==> src/sv/lsbc_pkg.sv <==
// ----------------------------------------------------------------------------
// lsbc_pkg: shared types and constants of the load shed button controller
// Queue sizing, register indexes, reset values, event codes and beat types.
// ----------------------------------------------------------------------------
package lsbc_pkg;

  localparam int QUEUE_DEPTH   = 5;
  localparam int DURATION_BITS = 24;

  localparam int QA_W    = (QUEUE_DEPTH > 1) ? $clog2(QUEUE_DEPTH) : 1;
  localparam int CNT_W   = $clog2(QUEUE_DEPTH + 1);
  localparam int DUR_W   = DURATION_BITS;
  localparam int PCT_W   = 7;
  localparam int ENTRY_W = PCT_W + DUR_W;
  localparam int CFG_W   = 24;
  localparam int CFG_IDX_W = 2;
  localparam int TICK_W  = 16;

  localparam logic [32:0] DUR_MAX = (33'd1 << DURATION_BITS) - 33'd1;
  localparam logic [TICK_W-1:0] TICK_MAX = '1;
  localparam logic [PCT_W-1:0]  PCT_FULL = 7'd100;
  localparam logic [7:0]        DUTY_FULL = 8'd255;

  // (100 - p) * 255 / 100 as a multiply by 255 * ceil(2^19 / 100) and a shift
  localparam logic [20:0] DUTY_MUL   = 21'd1336965;
  localparam int          DUTY_SHIFT = 19;

  localparam logic [CFG_IDX_W-1:0] REG_DEBOUNCE   = 2'd0;
  localparam logic [CFG_IDX_W-1:0] REG_LONG_PRESS = 2'd1;
  localparam logic [CFG_IDX_W-1:0] REG_LOCAL_PCT  = 2'd2;
  localparam logic [CFG_IDX_W-1:0] REG_LOCAL_MS   = 2'd3;

  localparam logic [15:0] DEBOUNCE_RST   = 16'd50;
  localparam logic [15:0] LONG_PRESS_RST = 16'd1500;
  localparam logic [6:0]  LOCAL_PCT_RST  = 7'd30;
  localparam logic [23:0] LOCAL_MS_RST   = 24'd5000;

  localparam logic [1:0] SHED_NONE          = 2'd0;
  localparam logic [1:0] SHED_STARTED       = 2'd1;
  localparam logic [1:0] SHED_ENDED         = 2'd2;
  localparam logic [1:0] SHED_ENDED_STARTED = 2'd3;

  localparam logic [1:0] RELAY_NONE   = 2'd0;
  localparam logic [1:0] RELAY_CLOSED = 2'd1;
  localparam logic [1:0] RELAY_OPENED = 2'd2;

  localparam logic CMD_TICK   = 1'b0;
  localparam logic CMD_REMOTE = 1'b1;

  typedef struct packed {
    logic        cmd;
    logic        button_level;
    logic        link_up;
    logic [6:0]  reduce_percent;
    logic [23:0] reduce_duration;
  } in_beat_t;

  typedef struct packed {
    logic [7:0] pwm_duty;
    logic       relay_closed;
    logic [1:0] shed_event;
    logic [6:0] shed_load_pct;
    logic [1:0] relay_event;
    logic       broadcast_reduce;
    logic       command_dropped;
  } out_beat_t;

  typedef struct packed {
    logic              en;
    logic [QA_W-1:0]   addr;
    logic [ENTRY_W-1:0] data;
  } ram_wr_t;

  function automatic logic [PCT_W-1:0] sat_pct(logic [6:0] p);
    return (p > PCT_FULL) ? PCT_FULL : p;
  endfunction

  function automatic logic [DUR_W-1:0] sat_dur(logic [23:0] d);
    logic [32:0] w;
    w = 33'(d);
    if (w > DUR_MAX) begin
      w = DUR_MAX;
    end
    return DUR_W'(w);
  endfunction

endpackage

==> src/sv/lsbc_if.sv <==
// ----------------------------------------------------------------------------
// lsbc_if: valid/ready channels of the load shed button controller
// One interface for the input beat and one for the result beat.
// ----------------------------------------------------------------------------
interface lsbc_in_if;
  import lsbc_pkg::*;
  logic     valid;
  logic     ready;
  in_beat_t beat;
  modport source (output valid, output beat, input ready);
  modport sink (input valid, input beat, output ready);
endinterface

interface lsbc_out_if;
  import lsbc_pkg::*;
  logic      valid;
  logic      ready;
  out_beat_t beat;
  modport source (output valid, output beat, input ready);
  modport sink (input valid, input beat, output ready);
endinterface

==> src/sv/lsbc_ram.sv <==
// ----------------------------------------------------------------------------
// lsbc_ram: simple dual port RAM
// One write port, one read port, registered read data, old data on collision.
// ----------------------------------------------------------------------------
module lsbc_ram #(
  parameter int DEPTH = 5,
  parameter int WIDTH = 31,
  localparam int AW = (DEPTH > 1) ? $clog2(DEPTH) : 1
) (
  input  logic             clk_i,
  input  logic             we_i,
  input  logic [AW-1:0]    waddr_i,
  input  logic [WIDTH-1:0] wdata_i,
  input  logic [AW-1:0]    raddr_i,
  output logic [WIDTH-1:0] rdata_o
);

  logic [WIDTH-1:0] mem [DEPTH];
  logic [WIDTH-1:0] rdata_q;

  always_ff @(posedge clk_i) begin
    if (we_i) begin
      mem[waddr_i] <= wdata_i;
    end
    rdata_q <= mem[raddr_i];
  end

  assign rdata_o = rdata_q;

endmodule

==> src/sv/lsbc_core.sv <==
// ----------------------------------------------------------------------------
// lsbc_core: debounce, press classification and shed sequencing
// Updates the button and shed state per beat and drives the command queue RAM.
// ----------------------------------------------------------------------------
module lsbc_core (
  input  logic                       clk_i,
  input  logic                       rst_ni,
  input  logic                       cfg_we_i,
  input  logic [lsbc_pkg::CFG_IDX_W-1:0] cfg_idx_i,
  input  logic [lsbc_pkg::CFG_W-1:0] cfg_data_i,
  input  logic                       acc_i,
  input  lsbc_pkg::in_beat_t         beat_i,
  output lsbc_pkg::out_beat_t        result_o,
  output lsbc_pkg::ram_wr_t          ram_wr_o,
  output logic [lsbc_pkg::QA_W-1:0]  ram_raddr_o,
  input  logic [lsbc_pkg::ENTRY_W-1:0] ram_rdata_i
);
  import lsbc_pkg::*;

  logic [15:0] debounce_q, long_press_q;
  logic [6:0]  local_pct_q;
  logic [23:0] local_ms_q;

  logic              raw_last_q, raw_last_d;
  logic              stable_q, stable_d;
  logic [TICK_W-1:0] since_q, since_d;
  logic [TICK_W-1:0] held_q, held_d;
  logic              relay_q, relay_d;
  logic [CNT_W-1:0]  count_q, count_d;
  logic [QA_W-1:0]   head_q, head_d;
  logic              active_q, active_d;
  logic [DUR_W-1:0]  remain_q, remain_d;
  logic [7:0]        duty_q, duty_d;

  logic               fwd_q;
  logic [ENTRY_W-1:0] fwd_data_q;

  logic               tick, end_now, edge_seen, push_req, push, pop, full;
  logic [ENTRY_W-1:0] push_data, head_entry, stored_head;
  logic [PCT_W-1:0]   head_pct, remain_pct;
  logic [DUR_W-1:0]   head_dur;
  logic [27:0]        duty_prod;
  logic [QA_W:0]      slot_sum;
  logic [QA_W-1:0]    tail_slot;
  logic [CNT_W-1:0]   count_mid;

  assign tick = (beat_i.cmd == CMD_TICK);
  assign full = (count_q == CNT_W'(QUEUE_DEPTH));

  assign slot_sum  = (QA_W+1)'(head_q) + (QA_W+1)'(count_q);
  assign tail_slot = (slot_sum >= (QA_W+1)'(QUEUE_DEPTH)) ?
                     QA_W'(slot_sum - (QA_W+1)'(QUEUE_DEPTH)) : QA_W'(slot_sum);

  assign stored_head = fwd_q ? fwd_data_q : ram_rdata_i;
  assign head_entry  = (count_q == '0) ? push_data : stored_head;
  assign head_pct    = head_entry[ENTRY_W-1 -: PCT_W];
  assign head_dur    = head_entry[DUR_W-1:0];
  assign remain_pct  = PCT_FULL - head_pct;
  assign duty_prod   = 28'(remain_pct) * 28'(DUTY_MUL);

  always_comb begin
    raw_last_d = raw_last_q;
    stable_d   = stable_q;
    since_d    = since_q;
    held_d     = held_q;
    relay_d    = relay_q;
    count_d    = count_q;
    head_d     = head_q;
    active_d   = active_q;
    remain_d   = remain_q;
    duty_d     = duty_q;
    end_now    = 1'b0;
    edge_seen  = 1'b0;
    push_req   = 1'b0;
    push       = 1'b0;
    pop        = 1'b0;
    count_mid  = count_q;
    push_data  = {sat_pct(beat_i.reduce_percent), sat_dur(beat_i.reduce_duration)};
    result_o   = '0;

    if (acc_i) begin
      if (tick) begin
        if (active_q) begin
          if (remain_q <= DUR_W'(1)) begin
            end_now  = 1'b1;
            active_d = 1'b0;
            remain_d = '0;
            duty_d   = DUTY_FULL;
          end else begin
            remain_d = remain_q - DUR_W'(1);
          end
        end
        if (!stable_q && held_q != TICK_MAX) begin
          held_d = held_q + TICK_W'(1);
        end
        if (beat_i.button_level != raw_last_q) begin
          since_d = '0;
        end else if (since_q != TICK_MAX) begin
          since_d = since_q + TICK_W'(1);
        end
        raw_last_d = beat_i.button_level;
        edge_seen  = (since_d > debounce_q) && (beat_i.button_level != stable_q);
        if (edge_seen) begin
          stable_d = beat_i.button_level;
          if (!beat_i.button_level) begin
            held_d = '0;
          end else if (held_d >= long_press_q) begin
            relay_d    = !relay_q;
            result_o.relay_event = relay_d ? RELAY_CLOSED : RELAY_OPENED;
          end else if (beat_i.link_up) begin
            push_req = 1'b1;
            result_o.broadcast_reduce = 1'b1;
          end
        end
        push_data = {sat_pct(local_pct_q), sat_dur(local_ms_q)};
      end else begin
        push_req = 1'b1;
      end

      push = push_req && !full;
      result_o.command_dropped = push_req && full;
      count_mid = push ? count_q + CNT_W'(1) : count_q;

      pop = !active_d && (count_mid != '0);
      if (pop) begin
        count_d  = count_mid - CNT_W'(1);
        head_d   = (head_q == QA_W'(QUEUE_DEPTH - 1)) ? '0 : head_q + QA_W'(1);
        active_d = 1'b1;
        remain_d = head_dur;
        duty_d   = duty_prod[DUTY_SHIFT +: 8];
        result_o.shed_load_pct = remain_pct;
      end else begin
        count_d = count_mid;
      end

      if (end_now && pop) begin
        result_o.shed_event = SHED_ENDED_STARTED;
      end else if (end_now) begin
        result_o.shed_event = SHED_ENDED;
      end else if (pop) begin
        result_o.shed_event = SHED_STARTED;
      end else begin
        result_o.shed_event = SHED_NONE;
      end
    end
    result_o.pwm_duty     = duty_d;
    result_o.relay_closed = relay_d;
  end

  assign ram_wr_o.en   = push;
  assign ram_wr_o.addr = tail_slot;
  assign ram_wr_o.data = push_data;
  assign ram_raddr_o   = head_d;

  always_ff @(posedge clk_i or negedge rst_ni) begin
    if (!rst_ni) begin
      debounce_q   <= DEBOUNCE_RST;
      long_press_q <= LONG_PRESS_RST;
      local_pct_q  <= LOCAL_PCT_RST;
      local_ms_q   <= LOCAL_MS_RST;
    end else if (cfg_we_i) begin
      case (cfg_idx_i)
        REG_DEBOUNCE:   debounce_q   <= cfg_data_i[15:0];
        REG_LONG_PRESS: long_press_q <= cfg_data_i[15:0];
        REG_LOCAL_PCT:  local_pct_q  <= cfg_data_i[6:0];
        REG_LOCAL_MS:   local_ms_q   <= cfg_data_i[23:0];
        default: ;
      endcase
    end
  end

  always_ff @(posedge clk_i or negedge rst_ni) begin
    if (!rst_ni) begin
      raw_last_q <= 1'b1;
      stable_q   <= 1'b1;
      since_q    <= '0;
      held_q     <= '0;
      relay_q    <= 1'b1;
      count_q    <= '0;
      head_q     <= '0;
      active_q   <= 1'b0;
      remain_q   <= '0;
      duty_q     <= DUTY_FULL;
      fwd_q      <= 1'b0;
    end else begin
      raw_last_q <= raw_last_d;
      stable_q   <= stable_d;
      since_q    <= since_d;
      held_q     <= held_d;
      relay_q    <= relay_d;
      count_q    <= count_d;
      head_q     <= head_d;
      active_q   <= active_d;
      remain_q   <= remain_d;
      duty_q     <= duty_d;
      fwd_q      <= push && (tail_slot == head_d);
    end
  end

  always_ff @(posedge clk_i) begin
    fwd_data_q <= push_data;
  end

endmodule

==> src/sv/lsbc_out_buf.sv <==
// ----------------------------------------------------------------------------
// lsbc_out_buf: two-entry result buffer
// Output register plus skid register so input beats continue under stall.
// ----------------------------------------------------------------------------
module lsbc_out_buf (
  input  logic                clk_i,
  input  logic                rst_ni,
  input  logic                push_i,
  input  lsbc_pkg::out_beat_t data_i,
  output logic                ready_o,
  lsbc_out_if.source          out_o
);
  import lsbc_pkg::*;

  logic      main_v_q, skid_v_q;
  out_beat_t main_q, skid_q;

  assign ready_o   = !skid_v_q;
  assign out_o.valid = main_v_q;
  assign out_o.beat  = main_q;

  always_ff @(posedge clk_i or negedge rst_ni) begin
    if (!rst_ni) begin
      main_v_q <= 1'b0;
      skid_v_q <= 1'b0;
    end else if (skid_v_q) begin
      if (out_o.ready) begin
        skid_v_q <= 1'b0;
      end
    end else if (push_i) begin
      if (main_v_q && !out_o.ready) begin
        skid_v_q <= 1'b1;
      end else begin
        main_v_q <= 1'b1;
      end
    end else if (out_o.ready) begin
      main_v_q <= 1'b0;
    end
  end

  always_ff @(posedge clk_i) begin
    if (skid_v_q) begin
      if (out_o.ready) begin
        main_q <= skid_q;
      end
    end else if (push_i) begin
      if (main_v_q && !out_o.ready) begin
        skid_q <= data_i;
      end else begin
        main_q <= data_i;
      end
    end
  end

endmodule

==> src/sv/load_shed_button_controller.sv <==
// ----------------------------------------------------------------------------
// load_shed_button_controller: debounced button and load shed sequencer
// Result beats are registered: output register, or skid register on stall.
// Throughput: one input beat per cycle while the skid register is empty; a
// stalled output still takes one more beat into the skid before ready drops.
// The command queue lives in a registered-read RAM; head reads are forwarded.
// Reset: all control state and the registers return to their defaults at once.
// ----------------------------------------------------------------------------
module load_shed_button_controller (
  input  logic                           clk_i,
  input  logic                           rst_ni,
  input  logic                           cfg_we_i,
  input  logic [lsbc_pkg::CFG_IDX_W-1:0] cfg_idx_i,
  input  logic [lsbc_pkg::CFG_W-1:0]     cfg_data_i,
  lsbc_in_if.sink                        in_i,
  lsbc_out_if.source                     out_o
);
  import lsbc_pkg::*;

  logic               acc, buf_ready;
  out_beat_t          result;
  ram_wr_t            ram_wr;
  logic [QA_W-1:0]    ram_raddr;
  logic [ENTRY_W-1:0] ram_rdata;

  assign in_i.ready = buf_ready;
  assign acc        = in_i.valid && buf_ready;

  lsbc_core u_core (
    .clk_i       (clk_i),
    .rst_ni      (rst_ni),
    .cfg_we_i    (cfg_we_i),
    .cfg_idx_i   (cfg_idx_i),
    .cfg_data_i  (cfg_data_i),
    .acc_i       (acc),
    .beat_i      (in_i.beat),
    .result_o    (result),
    .ram_wr_o    (ram_wr),
    .ram_raddr_o (ram_raddr),
    .ram_rdata_i (ram_rdata)
  );

  lsbc_ram #(
    .DEPTH (QUEUE_DEPTH),
    .WIDTH (ENTRY_W)
  ) u_ram (
    .clk_i   (clk_i),
    .we_i    (ram_wr.en),
    .waddr_i (ram_wr.addr),
    .wdata_i (ram_wr.data),
    .raddr_i (ram_raddr),
    .rdata_o (ram_rdata)
  );

  lsbc_out_buf u_out_buf (
    .clk_i   (clk_i),
    .rst_ni  (rst_ni),
    .push_i  (acc),
    .data_i  (result),
    .ready_o (buf_ready),
    .out_o   (out_o)
  );

endmodule

==> src/flat_wrapper.sv <==
// flat-port wrapper written by rule: the top's interface ports become plain ports
module load_shed_button_controller_flat import lsbc_pkg::*;
  (clk_i, rst_ni, cfg_we_i, cfg_idx_i, cfg_data_i, in_i_valid, in_i_beat, in_i_ready, out_o_valid, out_o_beat, out_o_ready);
  lsbc_in_if in_i_i ();
  lsbc_out_if out_o_i ();
  input  logic clk_i;
  input  logic rst_ni;
  input  logic cfg_we_i;
  input  logic [lsbc_pkg::CFG_IDX_W-1:0] cfg_idx_i;
  input  logic [lsbc_pkg::CFG_W-1:0] cfg_data_i;
  input wire logic [$bits(in_i_i.valid)-1:0] in_i_valid;
  input wire logic [$bits(in_i_i.beat)-1:0] in_i_beat;
  output wire logic [$bits(in_i_i.ready)-1:0] in_i_ready;
  output wire logic [$bits(out_o_i.valid)-1:0] out_o_valid;
  output wire logic [$bits(out_o_i.beat)-1:0] out_o_beat;
  input wire logic [$bits(out_o_i.ready)-1:0] out_o_ready;
  assign in_i_i.valid = in_i_valid;
  assign in_i_i.beat = in_i_beat;
  assign in_i_ready = in_i_i.ready;
  assign out_o_valid = out_o_i.valid;
  assign out_o_beat = out_o_i.beat;
  assign out_o_i.ready = out_o_ready;
  load_shed_button_controller u_core (.clk_i(clk_i), .rst_ni(rst_ni), .cfg_we_i(cfg_we_i), .cfg_idx_i(cfg_idx_i), .cfg_data_i(cfg_data_i), .in_i(in_i_i), .out_o(out_o_i));
endmodule
==> config.mk <==
export PLATFORM = sky130hd
export DESIGN_NAME = load_shed_button_controller_flat
export DESIGN_NICKNAME = d
export VERILOG_FILES = /design/src/sv/lsbc_pkg.sv /design/src/sv/lsbc_if.sv /design/src/sv/lsbc_ram.sv /design/src/sv/lsbc_core.sv /design/src/sv/lsbc_out_buf.sv /design/src/sv/load_shed_button_controller.sv /design/src/flat_wrapper.sv
export SDC_FILE = /design/constraint.sdc
export NUM_CORES = 1
export LEC_CHECK = 0
export BUFFER_PORTS_ARGS = -buffer_cell sky130_fd_sc_hd__clkbuf_2
export CAP_MARGIN = 5
export CORE_UTILIZATION = 65
export CTS_BUF_LIST = sky130_fd_sc_hd__clkbuf_4 sky130_fd_sc_hd__clkbuf_8 sky130_fd_sc_hd__clkbuf_16
export DETAILED_ROUTE_END_ITERATION = 8
export GPL_ROUTABILITY_DRIVEN = 0
export PLACE_DENSITY = 0.84
export SLEW_MARGIN = 10
export SYNTH_ARGS = -nofsm -noshare
export SYNTH_HDL_FRONTEND = slang
export SYNTH_SLANG_ARGS = --single-unit
==> constraint.sdc <==
create_clock -name clk_i -period 21.8 [get_ports clk_i]
set_clock_uncertainty 0.05 [all_clocks]
set_input_delay 3.27 -clock clk_i [delete_from_list [all_inputs] [get_ports clk_i]]
set_output_delay 3.27 -clock clk_i [all_outputs]
set_load 0.03 [all_outputs]
# Yosys cells after proc, flatten, opt, wreduce, memory -nomap -nowiden
# Memory sizes are Yosys's and may differ from the RTL's. A register that Yosys moved wholly into a read port is not among the register bits.
# Cells that the tools add are included.
# word_totals
input_bits	65
output_inout_bits	24
regBits	215
wordCells	169
mem_bits_rw	155
memories	1
# classes
reduce_logical	31
n_mul	1
muxes	73
n_eq_ne	14
bitwise	2
order_cmp	6
add_sub_neg	9
# memory_table
name	depth	width	read_ports	rd_clocked_by_memory_dff	wr	line	source
u_core.u_ram.mem	5	31	1	1	1	lsbc_ram.sv:18	logic [WIDTH-1:0] mem [DEPTH];
# ops
operator	count
$mux W16	9
$mux W31	4
$mux W24	4
$mux W22	4
$mux W8	5
$add A16 B1 Y16 const B	2
$ne A16 B16 Y1 const B	2
$mux W1	31
$mul A7 B21 Y27 const B	1
$mux W3	9
$le A24 B1 Y1 const B	1
$sub A24 B1 Y24 const B	1
$mux W7	3
$ge A16 B16 Y1	1
$gt A16 B16 Y1	1
$reduce_and A3 Y1	5
$gt A7 B7 Y1 const B	2
$reduce_and A2 Y1	5
$logic_and A1 B1 Y1	9
$mux W2	4
$sub A7 B7 Y7 const A	1
$add A3 B1 Y3 const B	2
$eq A3 B3 Y1 const B	2
$logic_not A1 Y1	6
other kinds (15)	22

# Longest topological paths before layout
# logic_depth
depth_word	21
depth_mapped	28
ltp_nobuf	27

# By module
# A second synthesis with hierarchy kept.
# unflattened
cells_unflattened	1707
hier_area_um2	20293.2
# modules_own_cells
module	instances	area_each_um2	cells_each	seq_area_each_um2
lsbc_core	1	11466.0	1258	4111.4
lsbc_ram	1	7046.8	369	5275.1
lsbc_out_buf	1	1774.2	79	1371.3
load_shed_button_controller	1	6.3	1	0.0

# Least setup slack after synthesis
# Ideal clock, no wire load.
# synth_timing
path_kind	in2reg
startpoint	in in_i_beat[32]
endpoint	mem u_core.u_ram.mem[4][0] (enable)
t_arrival_ps	9176
setup_ps	497
path_stages	12
setup_slack_ps	12078
path_cell_list	xor2_1 -> clkbuf_1 -> buf_1 -> nor2_1 -> ha_1 -> nand2_1 -> or3_1 -> o21ai_0 -> o41ai_2 -> o41ai_2 -> nand2_1 -> nor4_1
# synth_between
elab_chain_len	13
word_cells_on_any_way	15
# synth_rtl
element	line	source
start, declared	flat_wrapper.sv:12	input wire logic [$bits(in_i_i.beat)-1:0] in_i_beat;
$ne A1 B1 Y1	lsbc_core.sv:96	if (beat_i.button_level != raw_last_q) begin
$mux W16	lsbc_core.sv:96	
$mux W16	lsbc_core.sv:82	if (tick) begin
$mux W16	lsbc_core.sv:81	if (acc_i) begin
$gt A16 B16 Y1	lsbc_core.sv:102	edge_seen = (since_d > debounce_q) && (beat_i.button_level != stable_q);
$logic_and A1 B1 Y1	lsbc_core.sv:102	
$mux W1 (*)	lsbc_core.sv:103	if (edge_seen) begin
$mux W1 (*)	lsbc_core.sv:82	
$mux W1 (*)	lsbc_core.sv:81	
$logic_and A1 B1 Y1 (*)	lsbc_core.sv:120	push = push_req && !full;
$mux W1 (*)	lsbc_core.sv:81	
$mux W1 (*)	lsbc_ram.sv:22	if (we_i) begin
$mux W1 (not written as such) (*)	lsbc_ram.sv:23	mem[waddr_i] <= wdata_i;
end, declared	lsbc_ram.sv:18	
# Every way passes the cells marked *; elsewhere a longest branch is shown, timed or not. The select of a mux whose other input is x is not followed.

# Final worst setup path
# layout_timing
startpoint	in in_i_beat[33]
endpoint	reg u_core.u_out_buf.main_q (netlist bit u_core.u_out_buf.out_o.beat[21]) (data pin)
# layout_between
elab_chain_len	11
word_cells_on_any_way	20
# layout_rtl
element	line	source
parallel branches: the longest is 6 deep, another holds $mul A7 B21 Y27	--	
$mux W8 (*)	lsbc_core.sv:125	if (pop) begin
$mux W8 (*)	lsbc_core.sv:81	
$mux W22 (*)	lsbc_out_buf.sv:47	if (main_v_q && !out_o.ready) begin
$mux W22 (*)	lsbc_out_buf.sv:46	end else if (push_i) begin
$mux W22 (*)	lsbc_out_buf.sv:42	if (skid_v_q) begin
end signal, assigned	lsbc_out_buf.sv:44	main_q <= skid_q;
end signal, assigned	lsbc_out_buf.sv:50	main_q <= data_i;
end, declared	lsbc_out_buf.sv:16	out_beat_t main_q, skid_q;
# Mark *: on every way between the ends. The select of a mux whose other input is x is not followed.
# A chain may end at the register's enable or synchronous reset.

==> results.md <==
- CTS built an H-tree with a depth of 2.
- The run finished with clean final reports.
- Synthesis inferred 401 register bits.
- The worst reg-to-reg path cell count is 26.
- The wire length of the first global-routing pass is 74600 µm.
- Yosys attributes the largest share of cell area to sky130_fd_sc_hd__edfxtp_1, sky130_fd_sc_hd__dfrtp_1, sky130_fd_sc_hd__ha_1, sky130_fd_sc_hd__dfxtp_1, sky130_fd_sc_hd__mux2_2.
- The core outline area is 29600 µm².
- After technology mapping, the gate count stands at 1643.
- The tree is rooted in a sky130_fd_sc_hd__clkbuf_16.
- The critical path is of the input pin to flip-flop type.
- The net count of the mapped netlist is 1828.
- Input and output buffers added on the ports amount to 88.
- Together, buffers and inverters on the worst path number 6.
- Grouping stages by cell kind, the critical path spends the most delay in compound AO/OA/AOI/OAI gates.
- The pin count of the biggest net entering global routing is 73.
- The worst path in the final design needs a cycle of 10.25 ns, including I/O delays and setup.
- The width of the chip is 176 µm.
- Before antenna repair, the detailed router went through 5 iterations.
- The endpoint kind of the worst setup timing path is a flip-flop.
- The largest area contributor in the netlist is sky130_fd_sc_hd__edfxtp_1.
- The critical path crosses 27 cells after its start point.
- The post-route fraction of the period consumed by the critical path is 47.0%.
- In this run the biggest area consumer among cell types represents 30.4% of the synthesized area.
- The number of antenna violations at the first check in global routing is 0.
- The largest single stage delay on the critical path is 0.54 ns.
- The fraction of final layout cells sized beyond drive strength 1 is 21.0%.
- Yosys mapped the design onto 80 distinct sky130hd cell types.
- The final max-slew violation count was 0.
- The routed length per placed instance is 22.2 µm.
- The number of global-route vias before repair is 13800.
- The clock latency on the worst-skew pair is 0.53 ns.
- The floorplan step defined a die boundary enclosing 30900 µm².
- The number of buffers inserted to repair setup after CTS is 0.
- In this run, synthesis inferred 199 flip-flops with an integrated enable.
- After clock tree synthesis, the clock-pin slew on the worst setup and hold paths is 0.07 ns.
- The total negative setup slack is 0 ns.
- The clock buffer count from CTS is 41.
- In this run the worst path has a maximum fanout of 63.
- The sequential fraction of the synthesis area is 54.8%.
- STA puts the critical path data arrival time at 10.51 ns.
- Counting every sink on the clock net gives 401.
- In this run, post-CTS hold repair placed 0 buffers.
- The number of setup violations in the final report is 0.
- For this block, the routed nets add up to 47800 µm of wire.
- The area growth from synthesis to layout is 12.1%.
- The cell with the largest stage delay on the worst path is sky130_fd_sc_hd__xnor2_1.
- The total global routing overflow is 0.
- At the pin with the least slew margin, the transition time is 1.14 ns.
- The floorplan has 63 rows.
- In the synthesized netlist the async set-or-reset flop fraction comes to 34.9%.
- Across all layers, the routed design uses 14000 vias.
- In this run the worst hold path is classified as flip-flop to flip-flop.
- The number of top-level design ports is 89.
- The number of antenna diodes in the final layout is 0.
- For this run, design rule violations remaining after detail routing come to 0.
- In the global route stage, overall resource usage came out at 31.4%.
- For this configuration, the core starts out at a cell density of 66.2%.
- The instance count along the most critical hold path is 1.
- The area of the mapped netlist is 19600 µm².
- Max-cap violations in this run came to 0.
- The number of vias per cell is 6.47.
- Based on the critical path, the design can be clocked at up to 97.6 MHz.
- For this run, the leading register cell type out of synthesis is sky130_fd_sc_hd__edfxtp_1.
- The CTS tree is done.
- The number of gates resized after CTS was 0.
- Setup repair after global routing left no endpoint under its margin.
- The worst-case clock buffer depth is 3.
- STA classifies the critical path startpoint as an input pin.
- The Yosys step of the flow raised 0 warnings.
- The vertical die dimension is 176 µm.
- For the worst setup path, the data required time is 22.06 ns.
- The relative slew slack is 23.7%.
- The final number of hold-violating endpoints was 0.
- The synthesized area per cell is 11.9 µm².
- The half-perimeter wire length after detailed placement is 30800 µm.
- The final layout contains 1918 nets.
- The first routing iteration left 1277 violations.
- The count of nets left with antenna violations once routing finished came out at 0.
[layout by cell type (no fill, tap or decap), types with 31 or more instances in the layout]
cell / n
sky130_fd_sc_hd__inv_1: 84
sky130_fd_sc_hd__dfrtp_1: 109
sky130_fd_sc_hd__mux4_2: 31
sky130_fd_sc_hd__clkbuf_16: 44
sky130_fd_sc_hd__mux2_2: 93
sky130_fd_sc_hd__ha_1: 106
sky130_fd_sc_hd__o21ai_0: 81
sky130_fd_sc_hd__mux2i_1: 34
sky130_fd_sc_hd__edfxtp_1: 199
sky130_fd_sc_hd__nor2_1: 105
sky130_fd_sc_hd__dfxtp_1: 62
sky130_fd_sc_hd__nand2_1: 187
sky130_fd_sc_hd__a21oi_1: 70
sky130_fd_sc_hd__clkbuf_2: 87
[through the flow]
step | setup slack [ns] | utilization, % | area (µm²) | hold slack (ns) | std cells
after floorplan | 12.08 | - | 19600 | 0.398 | 1643
after global placement | 11.63 | 69.3 | 20500 | 0.401 | 2080
after detailed placement | 11.17 | 69.3 | 20500 | 0.406 | 2080
after CTS | 11.64 | 74.2 | 22000 | 0.424 | 2156
after global routing | 11.04 | 74.3 | 22000 | 0.438 | 2156
final | 11.55 | 74.3 | 22000 | 0.422 | 2156
[cell type report]
type / instances / area, µm²
Timing Repair Buffer: 109 / 604
Fill cell: 1845 / 7630
Inverter: 86 / 323
Sequential cell: 401 / 10800
Clock inverter: 19 / 256
Tap cell: 390 / 488
Multi-Input combinational cell: 1094 / 8360
Clock buffer: 57 / 1220
[per-layer routing]
metal  wire length [µm]  GRT usage, %  vias up
li1                   -             -     6200
met1              19000          42.0     6896
met2              23500          52.5      746
met3               3880          4.72      116
met4               1510          10.8        0
met5                  0             0        -
[path summary, 6_finish.rpt]
path                                              endpoint                    start  slack (ns)
hold / removal                    u_core.u_ram.rdata_o[12]  u_core.u_ram.mem[4][12]        0.42
setup reg to reg                       u_core.u_core.fwd_q  u_core.u_core.held_q[0]       13.43
setup / recovery           u_core.u_out_buf.out_o.beat[21]            in_i_beat[33]       11.55
max in group asynchronous              u_core.u_core.fwd_q                   rst_ni       17.55
min in group asynchronous    u_core.u_core.long_press_q[1]                   rst_ni        2.68
hold reg to reg                   u_core.u_ram.rdata_o[12]  u_core.u_ram.mem[4][12]        0.42
[registers in the layout, summed over array words and instances, names as in the netlist, 3 cells and up]
register,count
u_core.u_core.count_q,3
u_core.u_core.debounce_q,16
u_core.u_core.duty_q,8
u_core.u_core.fwd_data_q,31
u_core.u_core.head_q,3
u_core.u_core.held_q,16
u_core.u_core.local_ms_q,24
u_core.u_core.local_pct_q,7
u_core.u_core.long_press_q,16
u_core.u_core.remain_q,24
u_core.u_core.since_q,16
u_core.u_out_buf.out_o.beat,22
u_core.u_out_buf.skid_q,22
u_core.u_ram.mem,155
u_core.u_ram.rdata_o,31
[cells by family after synthesis]
| family | count (synthesis) | share of synthesized area [%] |
|---|---|---|
| mux | 158 | 10.6 |
| buf+inv | 148 | 2.98 |
| compound gates | 311 | 10.3 |
| fa+ha+maj | 120 | 8.18 |
| flops | 401 | 54.8 |
| xor+xnor | 45 | 2.05 |
| simple gates | 460 | 11.1 |
[synthesized netlist by cell type, types with 6 or more instances]
master and n:
sky130_fd_sc_hd__a21o_1 21, sky130_fd_sc_hd__inv_1 84, sky130_fd_sc_hd__xor2_1 17, sky130_fd_sc_hd__fa_1 14
sky130_fd_sc_hd__or2_2 6, sky130_fd_sc_hd__a2bb2oi_1 6, sky130_fd_sc_hd__nand4_1 14, sky130_fd_sc_hd__mux2_2 93
sky130_fd_sc_hd__o31ai_1 21, sky130_fd_sc_hd__nand2_1 187, sky130_fd_sc_hd__nand2b_1 11, sky130_fd_sc_hd__mux4_2 31
sky130_fd_sc_hd__a211oi_1 11, sky130_fd_sc_hd__o211ai_1 7, sky130_fd_sc_hd__o21ai_0 81, sky130_fd_sc_hd__edfxtp_1 199
sky130_fd_sc_hd__xnor2_1 27, sky130_fd_sc_hd__dfrtp_1 110, sky130_fd_sc_hd__ha_1 106, sky130_fd_sc_hd__dfstp_2 30
sky130_fd_sc_hd__or3_1 17, sky130_fd_sc_hd__buf_2 6, sky130_fd_sc_hd__a22o_1 20, sky130_fd_sc_hd__and3_1 8
sky130_fd_sc_hd__clkbuf_1 48, sky130_fd_sc_hd__nor4_1 6, sky130_fd_sc_hd__a31oi_1 9, sky130_fd_sc_hd__nor2b_1 11
sky130_fd_sc_hd__a21oi_1 73, sky130_fd_sc_hd__nor2_1 107, sky130_fd_sc_hd__nor3_1 25, sky130_fd_sc_hd__dfxtp_1 62
sky130_fd_sc_hd__mux2i_1 34, sky130_fd_sc_hd__o21ai_1 16, sky130_fd_sc_hd__and4_1 8, sky130_fd_sc_hd__nand3_1 26
sky130_fd_sc_hd__and2_1 9
Power is not shown: default switching activity piles up to over one toggle a cycle in this logic, so the estimate is an artifact.
